### src/wwa_pkg.sv
// Package for the weighted window average core.
// Holds the sizes, the controller state type and the command and status structs.
// Uses nothing else; every other file imports it.
package wwa_pkg;

   localparam int MAX_WINDOW   = 64;
   localparam int WINDOW_RESET = 10;
   localparam int SAMPLE_W     = 16;
   localparam int AVG_W        = 16;
   localparam int WL_W         = 7;
   localparam int IDX_W        = $clog2(MAX_WINDOW);
   localparam int FILL_W       = $clog2(MAX_WINDOW + 1);
   localparam int PROD_W       = 32;
   localparam int SUM_W        = 39;
   localparam int WT_W         = 23;
   localparam int CNT_W        = $clog2(SUM_W + 1);
   localparam int ENTRY_W      = 3 * SAMPLE_W;

   typedef enum logic [3:0] {
      ST_IDLE,
      ST_READ,
      ST_MUL_OH,
      ST_MUL_OP,
      ST_MUL_NH,
      ST_MUL_NP,
      ST_ACC_NP,
      ST_DIV_START,
      ST_DIV_WAIT,
      ST_OUT
   } state_type;

   typedef enum logic [1:0] {
      MUL_OLD_H,
      MUL_OLD_P,
      MUL_NEW_H,
      MUL_NEW_P
   } mul_sel_type;

   typedef struct packed {
      logic             clear;
      logic             capture;
      logic             mem_we;
      mul_sel_type      mul_sel;
      logic             acc_en;
      logic             acc_pitch;
      logic             acc_sub;
      logic             wt_update;
      logic             full;
      logic             div_start;
      logic             load_out;
      logic [IDX_W-1:0] slot;
   } dp_cmd_type;

   typedef struct packed {
      logic div_done;
   } dp_status_type;

endpackage

### src/wwa_req_if.sv
// Input channel of the weighted window average core: one estimate per beat.
// Depends on wwa_pkg for the sample width.
interface wwa_req_if import wwa_pkg::*; ();
   logic                       valid;
   logic                       ready;
   logic signed [SAMPLE_W-1:0] height_in;
   logic signed [SAMPLE_W-1:0] pitch_in;
   logic        [SAMPLE_W-1:0] weight_in;

   modport source (output valid, output height_in, output pitch_in, output weight_in,
                   input ready);
   modport sink   (input valid, input height_in, input pitch_in, input weight_in,
                   output ready);
endinterface

### src/wwa_rsp_if.sv
// Result channel of the weighted window average core: one average pair per beat.
// Depends on wwa_pkg for the average width.
interface wwa_rsp_if import wwa_pkg::*; ();
   logic                    valid;
   logic                    ready;
   logic signed [AVG_W-1:0] height_avg;
   logic signed [AVG_W-1:0] pitch_avg;
   logic                    zero_weight;

   modport source (output valid, output height_avg, output pitch_avg, output zero_weight,
                   input ready);
   modport sink   (input valid, input height_avg, input pitch_avg, input zero_weight,
                   output ready);
endinterface

### src/wwa_div.sv
// Bit-serial signed divider: one quotient bit per cycle, truncates toward zero.
// Depends on wwa_pkg; instantiated twice by wwa_dp.
module wwa_div import wwa_pkg::*; (
   input  logic                    clock,
   input  logic                    reset,
   input  logic                    start,
   input  logic signed [SUM_W-1:0] dividend,
   input  logic        [WT_W-1:0]  divisor,
   output logic                    done,
   output logic signed [AVG_W-1:0] quotient
);

   logic             busy_ff;
   logic             done_ff;
   logic [CNT_W-1:0] cnt_ff;
   logic             neg_ff;
   logic [SUM_W-1:0] quo_ff;
   logic [WT_W-1:0]  rem_ff;
   logic [WT_W-1:0]  dsr_ff;

   logic [WT_W:0]    rem_shift;
   logic [WT_W:0]    diff;
   logic             ge;
   logic [SUM_W-1:0] mag;
   logic [AVG_W-1:0] q_lo;

   assign rem_shift = {rem_ff, quo_ff[SUM_W-1]};
   assign diff      = rem_shift - {1'b0, dsr_ff};
   assign ge        = (rem_shift >= {1'b0, dsr_ff});
   assign mag       = dividend[SUM_W-1] ? (~dividend + 1'b1) : dividend;
   assign q_lo      = quo_ff[AVG_W-1:0];
   assign quotient  = neg_ff ? (~q_lo + 1'b1) : q_lo;
   assign done      = done_ff;

   always_ff @(posedge clock) begin
      if (reset) begin
         busy_ff <= 1'b0;
         done_ff <= 1'b0;
         cnt_ff  <= '0;
      end else if (start) begin
         busy_ff <= 1'b1;
         done_ff <= 1'b0;
         cnt_ff  <= '0;
      end else if (busy_ff) begin
         cnt_ff <= cnt_ff + 1'b1;
         if (cnt_ff == CNT_W'(SUM_W - 1)) begin
            busy_ff <= 1'b0;
            done_ff <= 1'b1;
         end
      end
   end

   always_ff @(posedge clock) begin
      if (start) begin
         neg_ff <= dividend[SUM_W-1];
         quo_ff <= mag;
         rem_ff <= '0;
         dsr_ff <= divisor;
      end else if (busy_ff) begin
         rem_ff <= ge ? diff[WT_W-1:0] : rem_shift[WT_W-1:0];
         quo_ff <= {quo_ff[SUM_W-2:0], ge};
      end
   end

   a_start_busy: assert property (@(posedge clock) disable iff (reset)
      start |=> busy_ff && !done_ff)
      else $error("divider did not start");
   a_busy_done_excl: assert property (@(posedge clock) disable iff (reset)
      !(busy_ff && done_ff))
      else $error("divider busy and done together");
   a_cnt_bound: assert property (@(posedge clock) disable iff (reset)
      busy_ff |-> int'(cnt_ff) < SUM_W)
      else $error("divider step count beyond dividend width");

endmodule

### src/wwa_dp.sv
// Datapath: ring store, shared multiplier, running sums and the two dividers.
// Depends on wwa_pkg and wwa_div; driven by wwa_ctrl through dp_cmd_type.
module wwa_dp import wwa_pkg::*; (
   input  logic                       clock,
   input  logic                       reset,
   input  dp_cmd_type                 cmd,
   output dp_status_type              status,
   input  logic signed [SAMPLE_W-1:0] height_in,
   input  logic signed [SAMPLE_W-1:0] pitch_in,
   input  logic        [SAMPLE_W-1:0] weight_in,
   output logic signed [AVG_W-1:0]    height_avg,
   output logic signed [AVG_W-1:0]    pitch_avg,
   output logic                       zero_weight
);

   logic [ENTRY_W-1:0] entry_mem [MAX_WINDOW];
   logic [ENTRY_W-1:0] rd_ff;

   logic signed [SAMPLE_W-1:0] h_ff;
   logic signed [SAMPLE_W-1:0] p_ff;
   logic        [SAMPLE_W-1:0] w_ff;

   logic signed [PROD_W-1:0] prod_ff;
   logic signed [SUM_W-1:0]  hsum_ff;
   logic signed [SUM_W-1:0]  psum_ff;
   logic        [WT_W-1:0]   wt_ff;

   logic signed [AVG_W-1:0] havg_ff;
   logic signed [AVG_W-1:0] pavg_ff;
   logic                    zero_ff;

   logic        [SAMPLE_W-1:0] old_w;
   logic signed [SAMPLE_W-1:0] old_h;
   logic signed [SAMPLE_W-1:0] old_p;
   logic        [SAMPLE_W-1:0] mul_a;
   logic signed [SAMPLE_W-1:0] mul_b;
   logic signed [SAMPLE_W:0]   mul_a_s;
   logic signed [2*SAMPLE_W:0] mul_full;
   logic signed [SUM_W-1:0]    prod_ext;
   logic        [WT_W-1:0]     old_w_ext;

   logic                    hdone;
   logic                    pdone;
   logic signed [AVG_W-1:0] hq;
   logic signed [AVG_W-1:0] pq;

   assign old_h = rd_ff[SAMPLE_W-1:0];
   assign old_p = rd_ff[2*SAMPLE_W-1:SAMPLE_W];
   assign old_w = rd_ff[3*SAMPLE_W-1:2*SAMPLE_W];

   always_ff @(posedge clock) begin
      if (cmd.mem_we) begin
         entry_mem[cmd.slot] <= {w_ff, p_ff, h_ff};
         rd_ff               <= entry_mem[cmd.slot];
      end
   end

   always_ff @(posedge clock) begin
      if (cmd.capture) begin
         h_ff <= height_in;
         p_ff <= pitch_in;
         w_ff <= weight_in;
      end
   end

   always_comb begin
      case (cmd.mul_sel)
         MUL_OLD_H: begin mul_a = old_w; mul_b = old_h; end
         MUL_OLD_P: begin mul_a = old_w; mul_b = old_p; end
         MUL_NEW_H: begin mul_a = w_ff;  mul_b = h_ff;  end
         default:   begin mul_a = w_ff;  mul_b = p_ff;  end
      endcase
   end

   assign mul_a_s   = $signed({1'b0, mul_a});
   assign mul_full  = mul_a_s * mul_b;
   assign prod_ext  = {{(SUM_W-PROD_W){prod_ff[PROD_W-1]}}, prod_ff};
   assign old_w_ext = cmd.full ? {{(WT_W-SAMPLE_W){1'b0}}, old_w} : '0;

   always_ff @(posedge clock) begin
      prod_ff <= mul_full[PROD_W-1:0];
   end

   always_ff @(posedge clock) begin
      if (reset || cmd.clear) begin
         hsum_ff <= '0;
         psum_ff <= '0;
         wt_ff   <= '0;
      end else begin
         if (cmd.acc_en && !cmd.acc_pitch) begin
            hsum_ff <= cmd.acc_sub ? hsum_ff - prod_ext : hsum_ff + prod_ext;
         end
         if (cmd.acc_en && cmd.acc_pitch) begin
            psum_ff <= cmd.acc_sub ? psum_ff - prod_ext : psum_ff + prod_ext;
         end
         if (cmd.wt_update) begin
            wt_ff <= wt_ff - old_w_ext + {{(WT_W-SAMPLE_W){1'b0}}, w_ff};
         end
      end
   end

   wwa_div u_hdiv (
      .clock    (clock),
      .reset    (reset),
      .start    (cmd.div_start),
      .dividend (hsum_ff),
      .divisor  (wt_ff),
      .done     (hdone),
      .quotient (hq)
   );

   wwa_div u_pdiv (
      .clock    (clock),
      .reset    (reset),
      .start    (cmd.div_start),
      .dividend (psum_ff),
      .divisor  (wt_ff),
      .done     (pdone),
      .quotient (pq)
   );

   assign status.div_done = hdone && pdone;

   always_ff @(posedge clock) begin
      if (cmd.load_out) begin
         zero_ff <= (wt_ff == '0);
         havg_ff <= (wt_ff == '0) ? '0 : hq;
         pavg_ff <= (wt_ff == '0) ? '0 : pq;
      end
   end

   assign height_avg  = havg_ff;
   assign pitch_avg   = pavg_ff;
   assign zero_weight = zero_ff;

endmodule

### src/wwa_ctrl.sv
// Controller: window length register, ring pointer, fill count and the step sequencer.
// Depends on wwa_pkg; commands wwa_dp through dp_cmd_type.
module wwa_ctrl import wwa_pkg::*; (
   input  logic            clock,
   input  logic            reset,
   input  logic            req_valid,
   output logic            req_ready,
   output logic            rsp_valid,
   input  logic            rsp_ready,
   input  logic            csr_we,
   input  logic [WL_W-1:0] csr_wdata,
   output dp_cmd_type      cmd,
   input  dp_status_type   status
);

   state_type         state_ff;
   state_type         state_in;
   logic [WL_W-1:0]   wl_ff;
   logic [IDX_W-1:0]  wslot_ff;
   logic [FILL_W-1:0] fill_ff;
   logic [IDX_W-1:0]  slot_ff;
   logic              full_ff;
   logic              rsp_valid_ff;

   logic [FILL_W-1:0] len;
   logic [FILL_W-1:0] slot_sel;
   logic [FILL_W-1:0] slot_inc;
   logic [IDX_W-1:0]  slot_next;
   logic              full;
   logic              accept;

   always_comb begin
      if (wl_ff == '0) begin
         len = FILL_W'(1);
      end else if (int'(wl_ff) > MAX_WINDOW) begin
         len = FILL_W'(MAX_WINDOW);
      end else begin
         len = FILL_W'(wl_ff);
      end
   end

   assign slot_sel  = (FILL_W'(wslot_ff) >= len) ? '0 : FILL_W'(wslot_ff);
   assign slot_inc  = slot_sel + 1'b1;
   assign slot_next = (slot_inc >= len) ? '0 : slot_inc[IDX_W-1:0];
   assign full      = (fill_ff >= len);
   assign accept    = req_valid && req_ready;
   assign req_ready = (state_ff == ST_IDLE);
   assign rsp_valid = rsp_valid_ff;

   always_ff @(posedge clock) begin
      if (reset) begin
         state_ff     <= ST_IDLE;
         wl_ff        <= WL_W'(WINDOW_RESET);
         wslot_ff     <= '0;
         fill_ff      <= '0;
         slot_ff      <= '0;
         full_ff      <= 1'b0;
         rsp_valid_ff <= 1'b0;
      end else begin
         state_ff <= state_in;
         if (csr_we) begin
            wl_ff    <= csr_wdata;
            wslot_ff <= '0;
            fill_ff  <= '0;
         end else if (accept) begin
            wslot_ff <= slot_next;
            fill_ff  <= full ? fill_ff : fill_ff + 1'b1;
            slot_ff  <= slot_sel[IDX_W-1:0];
            full_ff  <= full;
         end
         if (cmd.load_out) begin
            rsp_valid_ff <= 1'b1;
         end else if (rsp_ready) begin
            rsp_valid_ff <= 1'b0;
         end
      end
   end

   always_comb begin
      state_in      = state_ff;
      cmd           = '0;
      cmd.mul_sel   = MUL_OLD_H;
      cmd.slot      = slot_ff;
      cmd.full      = full_ff;
      cmd.clear     = csr_we;
      unique case (state_ff)
         ST_IDLE: begin
            if (req_valid) begin
               cmd.capture = 1'b1;
               state_in    = ST_READ;
            end
         end
         ST_READ: begin
            cmd.mem_we = 1'b1;
            state_in   = ST_MUL_OH;
         end
         ST_MUL_OH: begin
            cmd.mul_sel   = MUL_OLD_H;
            cmd.wt_update = 1'b1;
            state_in      = ST_MUL_OP;
         end
         ST_MUL_OP: begin
            cmd.mul_sel = MUL_OLD_P;
            cmd.acc_en  = full_ff;
            cmd.acc_sub = 1'b1;
            state_in    = ST_MUL_NH;
         end
         ST_MUL_NH: begin
            cmd.mul_sel   = MUL_NEW_H;
            cmd.acc_en    = full_ff;
            cmd.acc_pitch = 1'b1;
            cmd.acc_sub   = 1'b1;
            state_in      = ST_MUL_NP;
         end
         ST_MUL_NP: begin
            cmd.mul_sel = MUL_NEW_P;
            cmd.acc_en  = 1'b1;
            state_in    = ST_ACC_NP;
         end
         ST_ACC_NP: begin
            cmd.acc_en    = 1'b1;
            cmd.acc_pitch = 1'b1;
            state_in      = ST_DIV_START;
         end
         ST_DIV_START: begin
            cmd.div_start = 1'b1;
            state_in      = ST_DIV_WAIT;
         end
         ST_DIV_WAIT: begin
            if (status.div_done) begin
               state_in = ST_OUT;
            end
         end
         ST_OUT: begin
            if (!rsp_valid_ff || rsp_ready) begin
               cmd.load_out = 1'b1;
               state_in     = ST_IDLE;
            end
         end
         default: begin
            state_in = ST_IDLE;
         end
      endcase
   end

   a_fill_bound: assert property (@(posedge clock) disable iff (reset)
      int'(fill_ff) <= MAX_WINDOW)
      else $error("fill count beyond window");
   a_accept_read: assert property (@(posedge clock) disable iff (reset)
      accept && !csr_we |=> state_ff == ST_READ)
      else $error("accepted beat not sequenced");
   a_out_done: assert property (@(posedge clock) disable iff (reset)
      $rose(state_ff == ST_OUT) |-> $past(status.div_done))
      else $error("result loaded before division finished");

endmodule

### src/weighted_window_average_two_channel_core.sv
// Top level of the two-channel weighted window average core.
// Depends on wwa_pkg, wwa_req_if, wwa_rsp_if, wwa_ctrl and wwa_dp.
//
//   channel   direction  beat contents
//   req_ch    in         height_in, pitch_in (signed), weight_in (unsigned)
//   rsp_ch    out        height_avg, pitch_avg (signed), zero_weight
//   csr_*     in         window_length write, clears the window
//
// A new item is accepted only after the previous one has been handed to the output
// register; its quotient is found by the bit-serial steps of the two dividers,
// which run side by side.
// Reset is synchronous, active high; window length returns to 10, window empty.
// A waiting result is held in the output register; a stalled result delays
// only the hand-off of the next one, not its acceptance.
module weighted_window_average_two_channel_core import wwa_pkg::*; (
   input  logic             clock,
   input  logic             reset,
   wwa_req_if.sink          req_ch,
   wwa_rsp_if.source        rsp_ch,
   input  logic             csr_we,
   input  logic [WL_W-1:0]  csr_wdata
);

   dp_cmd_type    cmd;
   dp_status_type status;

   wwa_ctrl u_ctrl (
      .clock     (clock),
      .reset     (reset),
      .req_valid (req_ch.valid),
      .req_ready (req_ch.ready),
      .rsp_valid (rsp_ch.valid),
      .rsp_ready (rsp_ch.ready),
      .csr_we    (csr_we),
      .csr_wdata (csr_wdata),
      .cmd       (cmd),
      .status    (status)
   );

   wwa_dp u_dp (
      .clock       (clock),
      .reset       (reset),
      .cmd         (cmd),
      .status      (status),
      .height_in   (req_ch.height_in),
      .pitch_in    (req_ch.pitch_in),
      .weight_in   (req_ch.weight_in),
      .height_avg  (rsp_ch.height_avg),
      .pitch_avg   (rsp_ch.pitch_avg),
      .zero_weight (rsp_ch.zero_weight)
   );

endmodule
### src/flat_wrapper.sv
// flat-port wrapper written by rule: the top's interface ports become plain ports
module weighted_window_average_two_channel_core_flat import wwa_pkg::*;
  (clock, reset, csr_we, csr_wdata, req_ch_valid, req_ch_height_in, req_ch_pitch_in, req_ch_weight_in, req_ch_ready, rsp_ch_valid, rsp_ch_height_avg, rsp_ch_pitch_avg, rsp_ch_zero_weight, rsp_ch_ready);
  wwa_req_if req_ch_i ();
  wwa_rsp_if rsp_ch_i ();
  input  logic clock;
  input  logic reset;
  input  logic csr_we;
  input  logic [WL_W-1:0] csr_wdata;
  input wire logic [$bits(req_ch_i.valid)-1:0] req_ch_valid;
  input wire logic [$bits(req_ch_i.height_in)-1:0] req_ch_height_in;
  input wire logic [$bits(req_ch_i.pitch_in)-1:0] req_ch_pitch_in;
  input wire logic [$bits(req_ch_i.weight_in)-1:0] req_ch_weight_in;
  output wire logic [$bits(req_ch_i.ready)-1:0] req_ch_ready;
  output wire logic [$bits(rsp_ch_i.valid)-1:0] rsp_ch_valid;
  output wire logic [$bits(rsp_ch_i.height_avg)-1:0] rsp_ch_height_avg;
  output wire logic [$bits(rsp_ch_i.pitch_avg)-1:0] rsp_ch_pitch_avg;
  output wire logic [$bits(rsp_ch_i.zero_weight)-1:0] rsp_ch_zero_weight;
  input wire logic [$bits(rsp_ch_i.ready)-1:0] rsp_ch_ready;
  assign req_ch_i.valid = req_ch_valid;
  assign req_ch_i.height_in = req_ch_height_in;
  assign req_ch_i.pitch_in = req_ch_pitch_in;
  assign req_ch_i.weight_in = req_ch_weight_in;
  assign req_ch_ready = req_ch_i.ready;
  assign rsp_ch_valid = rsp_ch_i.valid;
  assign rsp_ch_height_avg = rsp_ch_i.height_avg;
  assign rsp_ch_pitch_avg = rsp_ch_i.pitch_avg;
  assign rsp_ch_zero_weight = rsp_ch_i.zero_weight;
  assign rsp_ch_i.ready = rsp_ch_ready;
  weighted_window_average_two_channel_core u_core (.clock(clock), .reset(reset), .req_ch(req_ch_i), .rsp_ch(rsp_ch_i), .csr_we(csr_we), .csr_wdata(csr_wdata));
endmodule
### config.mk
export PLATFORM = sky130hd
export DESIGN_NAME = weighted_window_average_two_channel_core_flat
export DESIGN_NICKNAME = d
export VERILOG_FILES = /design/src/wwa_pkg.sv /design/src/wwa_req_if.sv /design/src/wwa_rsp_if.sv /design/src/wwa_div.sv /design/src/wwa_dp.sv /design/src/wwa_ctrl.sv /design/src/weighted_window_average_two_channel_core.sv /design/src/flat_wrapper.sv
export SDC_FILE = /design/constraint.sdc
export NUM_CORES = 2
export LEC_CHECK = 0
export BUFFER_PORTS_ARGS = -buffer_cell sky130_fd_sc_hd__buf_4
export CAP_MARGIN = 30
export CELL_PAD_IN_SITES_DETAIL_PLACEMENT = 1
export CELL_PAD_IN_SITES_GLOBAL_PLACEMENT = 1
export CORE_AREA = 2 2 609 611
export CTS_BUF_LIST = sky130_fd_sc_hd__clkbuf_8
export DETAILED_ROUTE_END_ITERATION = 10
export DIE_AREA = 0 0 611 613
export PLACE_DENSITY_LB_ADDON = 0.1
export SLEW_MARGIN = 20
export SYNTH_ARGS = -nofsm -noshare
export SYNTH_HDL_FRONTEND = slang
export SYNTH_SLANG_ARGS = --single-unit
### constraint.sdc
create_clock -name clock -period 9.1 [get_ports clock]
set_clock_uncertainty 0.1 [all_clocks]
set_input_delay 1.82 -clock clock [delete_from_list [all_inputs] [get_ports clock]]
set_output_delay 1.82 -clock clock [all_outputs]
set_load 0.005 [all_outputs]
# --- Word-level counts from Yosys, hierarchy flattened ---
# Memory sizes are Yosys's and may differ from the RTL's. A register that Yosys moved wholly into a read port is not among the register bits.
# Index checks and enable logic that the tools add are counted.
op_classes:
  muxes: 44
  multipliers: 1
  eq_ne: 16
  n_addsub: 16
  bitwise: 6
  reduce_logical: 26
  magnitude_cmp: 6
op_table:
  columns: ["operator", "n"]
  rows:
  - ["$mux W39", 8]
  - ["$add A39 B1 Y39 const B", 2]
  - ["$add A39 B32 Y39", 2]
  - ["$not A39 Y39", 2]
  - ["$sub A39 B32 Y39", 2]
  - ["$mux W16", 4]
  - ["$ge A24 B23 Y1", 2]
  - ["$pmux W16 S3", 1]
  - ["$mux W23", 2]
  - ["$sub A23 B23 Y23", 2]
  - ["$pmux W4 S10", 1]
  - ["$add A16 B1 Y16 const B", 2]
  - ["$mul A17 B16 Y32", 1]
  - ["$not A16 Y16", 2]
  - ["$add A23 B16 Y23", 1]
  - ["$logic_not A23 Y1", 1]
  - ["$sub A23 B16 Y23", 1]
  - ["$mux W1", 19]
  - ["$eq A4 B3 Y1 const B", 4]
  - ["$ge A7 B7 Y1", 2]
  - ["$mux W7", 2]
  - ["$add A6 B1 Y6 const B", 2]
  - ["$eq A6 B6 Y1 const B", 2]
  - ["$mux W4", 3]
  - ["25 further kinds", 45]
totals:
  mem_bits_rw: 3072
  mem_count: 1
  regBits: 411
  in_bits: 60
  output_inout_bits: 35
mem_list:
  columns: ["memory", "words", "width", "rd", "rd_ports_with_merged_regs", "write_ports", "line_no", "source"]
  rows:
  - ["u_core.u_dp.entry_mem", 64, 48, 1, 1, 1, "wwa_dp.sv:16", "logic [ENTRY_W-1:0] entry_mem [MAX_WINDOW];"]

# --- Depth between registers and ports, before layout ---
logic_depth:
  depth_word: 8
  ltp_mapped: 32
  mapped_depth_nobuf: 29

# --- Modules after synthesis ---
# Synthesis repeated with hierarchy kept, for this count alone.
hier_totals:
  hier_cells: 9899
  area_unflattened_um2: 148376.1
by_module_without_submodules:
  columns: ["mod", "n_inst", "area_per_inst_um2", "seq_area_each_um2", "cells_per_inst"]
  rows:
  - ["wwa_dp", 1, 133938.5, 98784.7, 8314]
  - ["wwa_div at u_core.u_dp.u_pdiv", 1, 6190.9, 2512.4, 662]
  - ["wwa_div at u_core.u_dp.u_hdiv", 1, 6173.4, 2512.4, 673]
  - ["wwa_ctrl", 1, 2073.2, 640.6, 250]

# --- Worst setup path before layout ---
# OpenSTA, ideal clock, no wires.
synth_path:
  kind: "reg2reg"
  from: "reg u_core.u_ctrl.state_ff[2]"
  to: "reg u_core.u_dp.prod_ff[30]"
  path_stages_with_launch: 28
  required_ps: 8928
  slack_ps: 1164
  t_arrival_ps: 7764
  cell_sequence: "dfxtp_1 clkbuf_1 nand2b_1 nor2_1 clkbuf_1 buf_1 clkbuf_1 mux2_2 nand2_1 fa_1 fa_1 inv_1 fa_1 inv_1 fa_1 fa_1 fa_1 inv_1 ha_1 and3_1 a221oi_1 o21ai_0 a21oi_1 a211oi_1 o41ai_1 o21ai_0 a21oi_1 xnor2_1"
synth_via:
  elab_chain_cells: 6
synth_rtl:
  columns: ["element", "line_no", "source"]
  rows:
  - ["start: declaration", "wwa_ctrl.sv:16", "state_type state_ff;"]
  - ["start signal: assignment", "wwa_ctrl.sv:60", "state_ff <= state_in;"]
  - ["$eq A4 B3 Y1 / $eq A4 B2 Y1 (equally long branches)", "wwa_ctrl.sv:86", "unique case (state_ff)"]
  - ["$pmux W2 S3 (*)", "wwa_ctrl.sv:86", null]
  - ["$eq A2 B1 Y1 / $logic_not A2 Y1 (equally long branches)", "wwa_dp.sv:67", "case (cmd.mul_sel)"]
  - ["$reduce_or A2 Y1 (no source line)", null, null]
  - ["$mux W16", "wwa_dp.sv:67", null]
  - ["$mul A17 B16 Y32 (*)", "wwa_dp.sv:76", "assign mul_full = mul_a_s * mul_b;"]
  - ["named net u_core.u_dp.mul_full[30]", "wwa_dp.sv:38", "logic signed [2*SAMPLE_W:0] mul_full;"]
  - ["end signal: assignment", "wwa_dp.sv:81", "prod_ff <= mul_full[PROD_W-1:0];"]
  - ["end: declaration", "wwa_dp.sv:23", "logic signed [PROD_W-1:0] prod_ff;"]
# Mark *: on every way through the listed nets, which the timed path passes. The rest lies on a longest branch.
# A chain may end at the register's enable or synchronous reset.

# --- Worst setup path after layout ---
# Ends and elaborated chain as after synthesis.

==> metrics.log <==
INFO  metric place.port_buffers = 94
INFO  metric place_inst = 14520
INFO  metric postSynthAreaPerCell = 14.96 sq um
INFO  metric syn-instance-count = 9789
INFO  metric layout_stage_area_growth_over_the_synthesis_result = 13.30%
INFO  metric core = 367700 sq um
INFO  metric post_synth_main_area_contributors = edfxtp_1 (68%), a22oi_1 (4.9%), dfxtp_1 (3.1%), fa_1 (2.9%), ha_1 (2.5%)
INFO  metric clock_latency = 1.26 ns
INFO  metric number_of_antenna_violations_at_the_first_check_in_global_routing = 43
INFO  metric crit_required = 10.08 ns
INFO  metric fmax = 0.1169 GHz
INFO  metric vdd.ir_drop.worst = 663.0 uV
INFO  metric syn-cell-area = 146500 sq um
INFO  metric dp_worst_setup_slack = 0.1224 ns
INFO  metric p_clk_share = 29.5%
INFO  metric grt_start_max_net_pins = 105
INFO  metric finalCritPeriodShare = 94.02%
INFO  metric crit_path_start_kind = register
INFO  metric yosys-top-cells-count = edfxtp_1 (3304), a22oi_1 (961), nand2_1 (520)
INFO  metric yosys_warnings = 0
INFO  metric status = complete, no violations
INFO  metric power_density = 268.7 nW/um^2
INFO  metric setup_viol = 0
INFO  metric finalHoldViolCount = 0
INFO  metric die_x = 611 microns
INFO  metric regArea = 103800 sq um
INFO  metric path_clk_slew = 0.07 ns
INFO  metric yosysSeqAreaShare = 70.85%
INFO  metric viasPerCell = 6.175
INFO  metric p_comb_share = 28.6%
INFO  metric postLayoutCoreUtil = 45.12%
INFO  metric worst_tran_pin_value = 1.103 ns
INFO  metric worst_setup_path_end_kind = register
INFO  metric dpl-instance-area = 155100 sq um
INFO  metric cp.arrival = 9.54 ns
INFO  metric synth_top_area_share = 67.75%
INFO  metric tritoncts.num_buffers = 604
INFO  metric p_int = 29.99 mW
INFO  metric post-cts-setup-buffers = 0
INFO  metric floorplan.die_area = 374500 sq um
INFO  metric grt.total_usage = 29.76%
INFO  metric number_of_global_route_vias_before_repair = 97930
INFO  metric min_path_cells = 0
INFO  metric drive_gt1_share = 12.31%
INFO  metric synth_cell_type_count = 82
INFO  metric power.share.switching = 32.75%
INFO  metric drtIter0Drc = 11510
INFO  metric slew_headroom = 26.50%
INFO  metric leakage = 56.24 nW
INFO  metric drt_wl_total = 567500 microns
INFO  metric layout.cells.non_filler = 15610
INFO  metric finalWorstSetupSlack = 0.5442 ns
INFO  metric finalCriticalPeriod = 8.556 ns
INFO  metric cts_max_level = 6
INFO  metric synth_area_leader_cell = edfxtp_1
INFO  metric starting_density = 39.82%
INFO  metric synth-async-reset-ratio = 0%
INFO  metric hold_path_class = register to register
INFO  metric detailed_place_hpwl = 338900 microns
INFO  metric cts.sink_count = 3531
INFO  metric num-fill-cells = 36270
INFO  metric yosys_register_bits = 3531
INFO  metric gp_congestion = 0.8686
INFO  metric max-cap-violations = 0
INFO  metric grt_remaining_overflow = 0
INFO  metric synth_edf_count = 3304
INFO  metric post-route-cell-area = 165900 sq um
INFO  metric most_repeated_cell_in_the_gate_level_netlist_after_synthesis = edfxtp_1
INFO  metric part_of_the_total_power_dissipated_in_sequential_elements = 42.0%
INFO  metric io_pins = 95
INFO  metric die_h = 613 microns
INFO  metric row_count = 223
INFO  metric first_pass_grt_wire_length = 782800 microns
INFO  metric final-max-slew-violation-count = 0
INFO  metric grt_setup_unrepaired = false
INFO  metric cts_root_buf = clkbuf_8
INFO  metric wl_per_cell = 36.35 microns
INFO  metric setup.worst_path.class = register to register
INFO  metric net-switching-power = 14.60 mW
INFO  metric setup_total_negative_slack = 0 ns
INFO  metric drtPass1Iterations = 6
INFO  metric design.final.nets = 10870
INFO  metric synth_ff_type = edfxtp_1
INFO  metric post-route-drc-count = 0
INFO  metric r2r_cells = 24
INFO  metric num_vias = 96410
INFO  metric clock_path_buffers = 4
INFO  metric syn-num-nets = 10360
INFO  metric critical_path.max_fanout = 26
INFO  metric final_antenna_net_count = 0
INFO  metric cts_tree = built
INFO  metric multiInputGateArea = 39780 sq um
placed cells by master (no fill, tap or decap), drive strengths merged, types with 143 or more instances in the layout:
cell / n
edfxtp: 3304
a22oi: 961
inv: 659
clkbuf: 616
nand2: 520
buf: 448
nor2: 398
a21oi: 373
a31oi: 319
a221oi: 296
ha: 296
a22o: 289
o21ai: 277
dfxtp: 227
fa: 214
clkinv: 178
xnor2: 143
kinds of logic after synthesis:
group | share of synthesized area (%)
fa+ha+maj | 5.454
compound gates | 13.94
mux | 0.5681
flops | 70.85
simple gates | 4.995
buf+inv | 2.497
xor+xnor | 1.692
path summary, 6_finish.rpt:
kind                              from                            to  slack (ns)
min reg2reg       u_core.u_dp.wt_ff[2]  u_core.u_dp.u_pdiv.dsr_ff[2]        0.34
max reg2reg  u_core.u_ctrl.state_ff[2]       u_core.u_dp.prod_ff[30]        0.54
max          u_core.u_ctrl.state_ff[2]       u_core.u_dp.prod_ff[30]        0.54
min               u_core.u_dp.wt_ff[2]  u_core.u_dp.u_pdiv.dsr_ff[2]        0.34
state kept, by name, indices dropped and copies added (netlist names), 4 cells and up:
name,flops
u_core.u_dp.prod_ff,32
u_core.u_ctrl.state_ff,4
u_core.u_dp.u_pdiv.quo_ff,39
u_core.u_dp.w_ff,16
u_core.u_dp.u_hdiv.cnt_ff,6
u_core.u_dp.h_ff,16
u_core.u_ctrl.wl_ff,7
u_core.u_ctrl.wslot_ff,6
u_core.u_dp.u_pdiv.dsr_ff,23
u_core.u_dp.wt_ff,23
u_core.u_dp.u_pdiv.cnt_ff,6
u_core.u_dp.psum_ff,39
u_core.u_dp.rd_ff,48
u_core.u_dp.hsum_ff,39
u_core.u_dp.u_pdiv.rem_ff,23
u_core.u_dp.u_hdiv.quo_ff,39
u_core.u_dp.height_avg,16
u_core.u_dp.pitch_avg,16
u_core.u_ctrl.fill_ff,7
u_core.u_ctrl.slot_ff,6
u_core.u_dp.u_hdiv.rem_ff,23
u_core.u_dp.p_ff,16
u_core.u_dp.entry_mem,3072
metrics by stage:
stage | total power [mW] | hold WS, ns
finish | 44.59 | 0.3370
global route | 47.15 | 0.3738
CTS | 44.93 | 0.3658
detailed placement | 31.82 | 0.3521
global placement | 31.49 | 0.3536
floorplan | 27.95 | 0.3086
per-layer routing:
| metal | track usage, % | part of all wire (%) |
|---|---|---|
| met5 | 0 | 0.015 |
| met4 | 11.03 | 4.0 |
| met3 | 4.878 | 8.1 |
| met2 | 48.58 | 47 |
| met1 | 40.02 | 41 |
layout make-up:
class                      instances  share of cell area (%)
sequential                      3531                   62.53
inverter                         411                  0.9305
multi-input combinational       5300                   23.97
tap                             4837                   3.647
antenna                           16                 0.02413
timing repair buffer             449                   2.463
clock inverter                   455                   1.329
clock buffer                     615                   5.101
worst max-delay path, stage by stage (launching register included):
cell      delay (ns)
dfxtp_1         0.57
nand2b_1        0.28
nor2_4          0.30
buf_4           0.47
mux2_1          0.59
nand2b_1        0.16
fa_1            0.54
fa_1            0.50
inv_1           0.06
fa_1            0.51
inv_1           0.06
fa_1            0.57
fa_1            0.48
fa_1            0.51
inv_1           0.05
ha_1            0.32
and3_1          0.24
a221oi_1        0.35
o21ai_0         0.16
a21oi_1         0.44
a211oi_1        0.22
o41ai_2         0.48
o21ai_0         0.14
a21oi_1         0.20
xnor2_1         0.13
power by group through the flow:
stage          clock network [mW]  logic, mW  registers, mW
2_1_floorplan                   0       8.82           19.1
3_3_place_gp                    0       12.5           19.0
3_5_place_dp                    0       12.8           19.0
4_1_cts                      13.3       12.9           18.7
5_1_grt                      14.0       14.4           18.7
6_report                     13.1       12.7           18.7
repair_timing:
item,CTS,global route
hold buffers,0,0
resized for setup,0,8
setup endpoints to repair,0,3
Note: power is estimated with default switching activity, not from simulation.
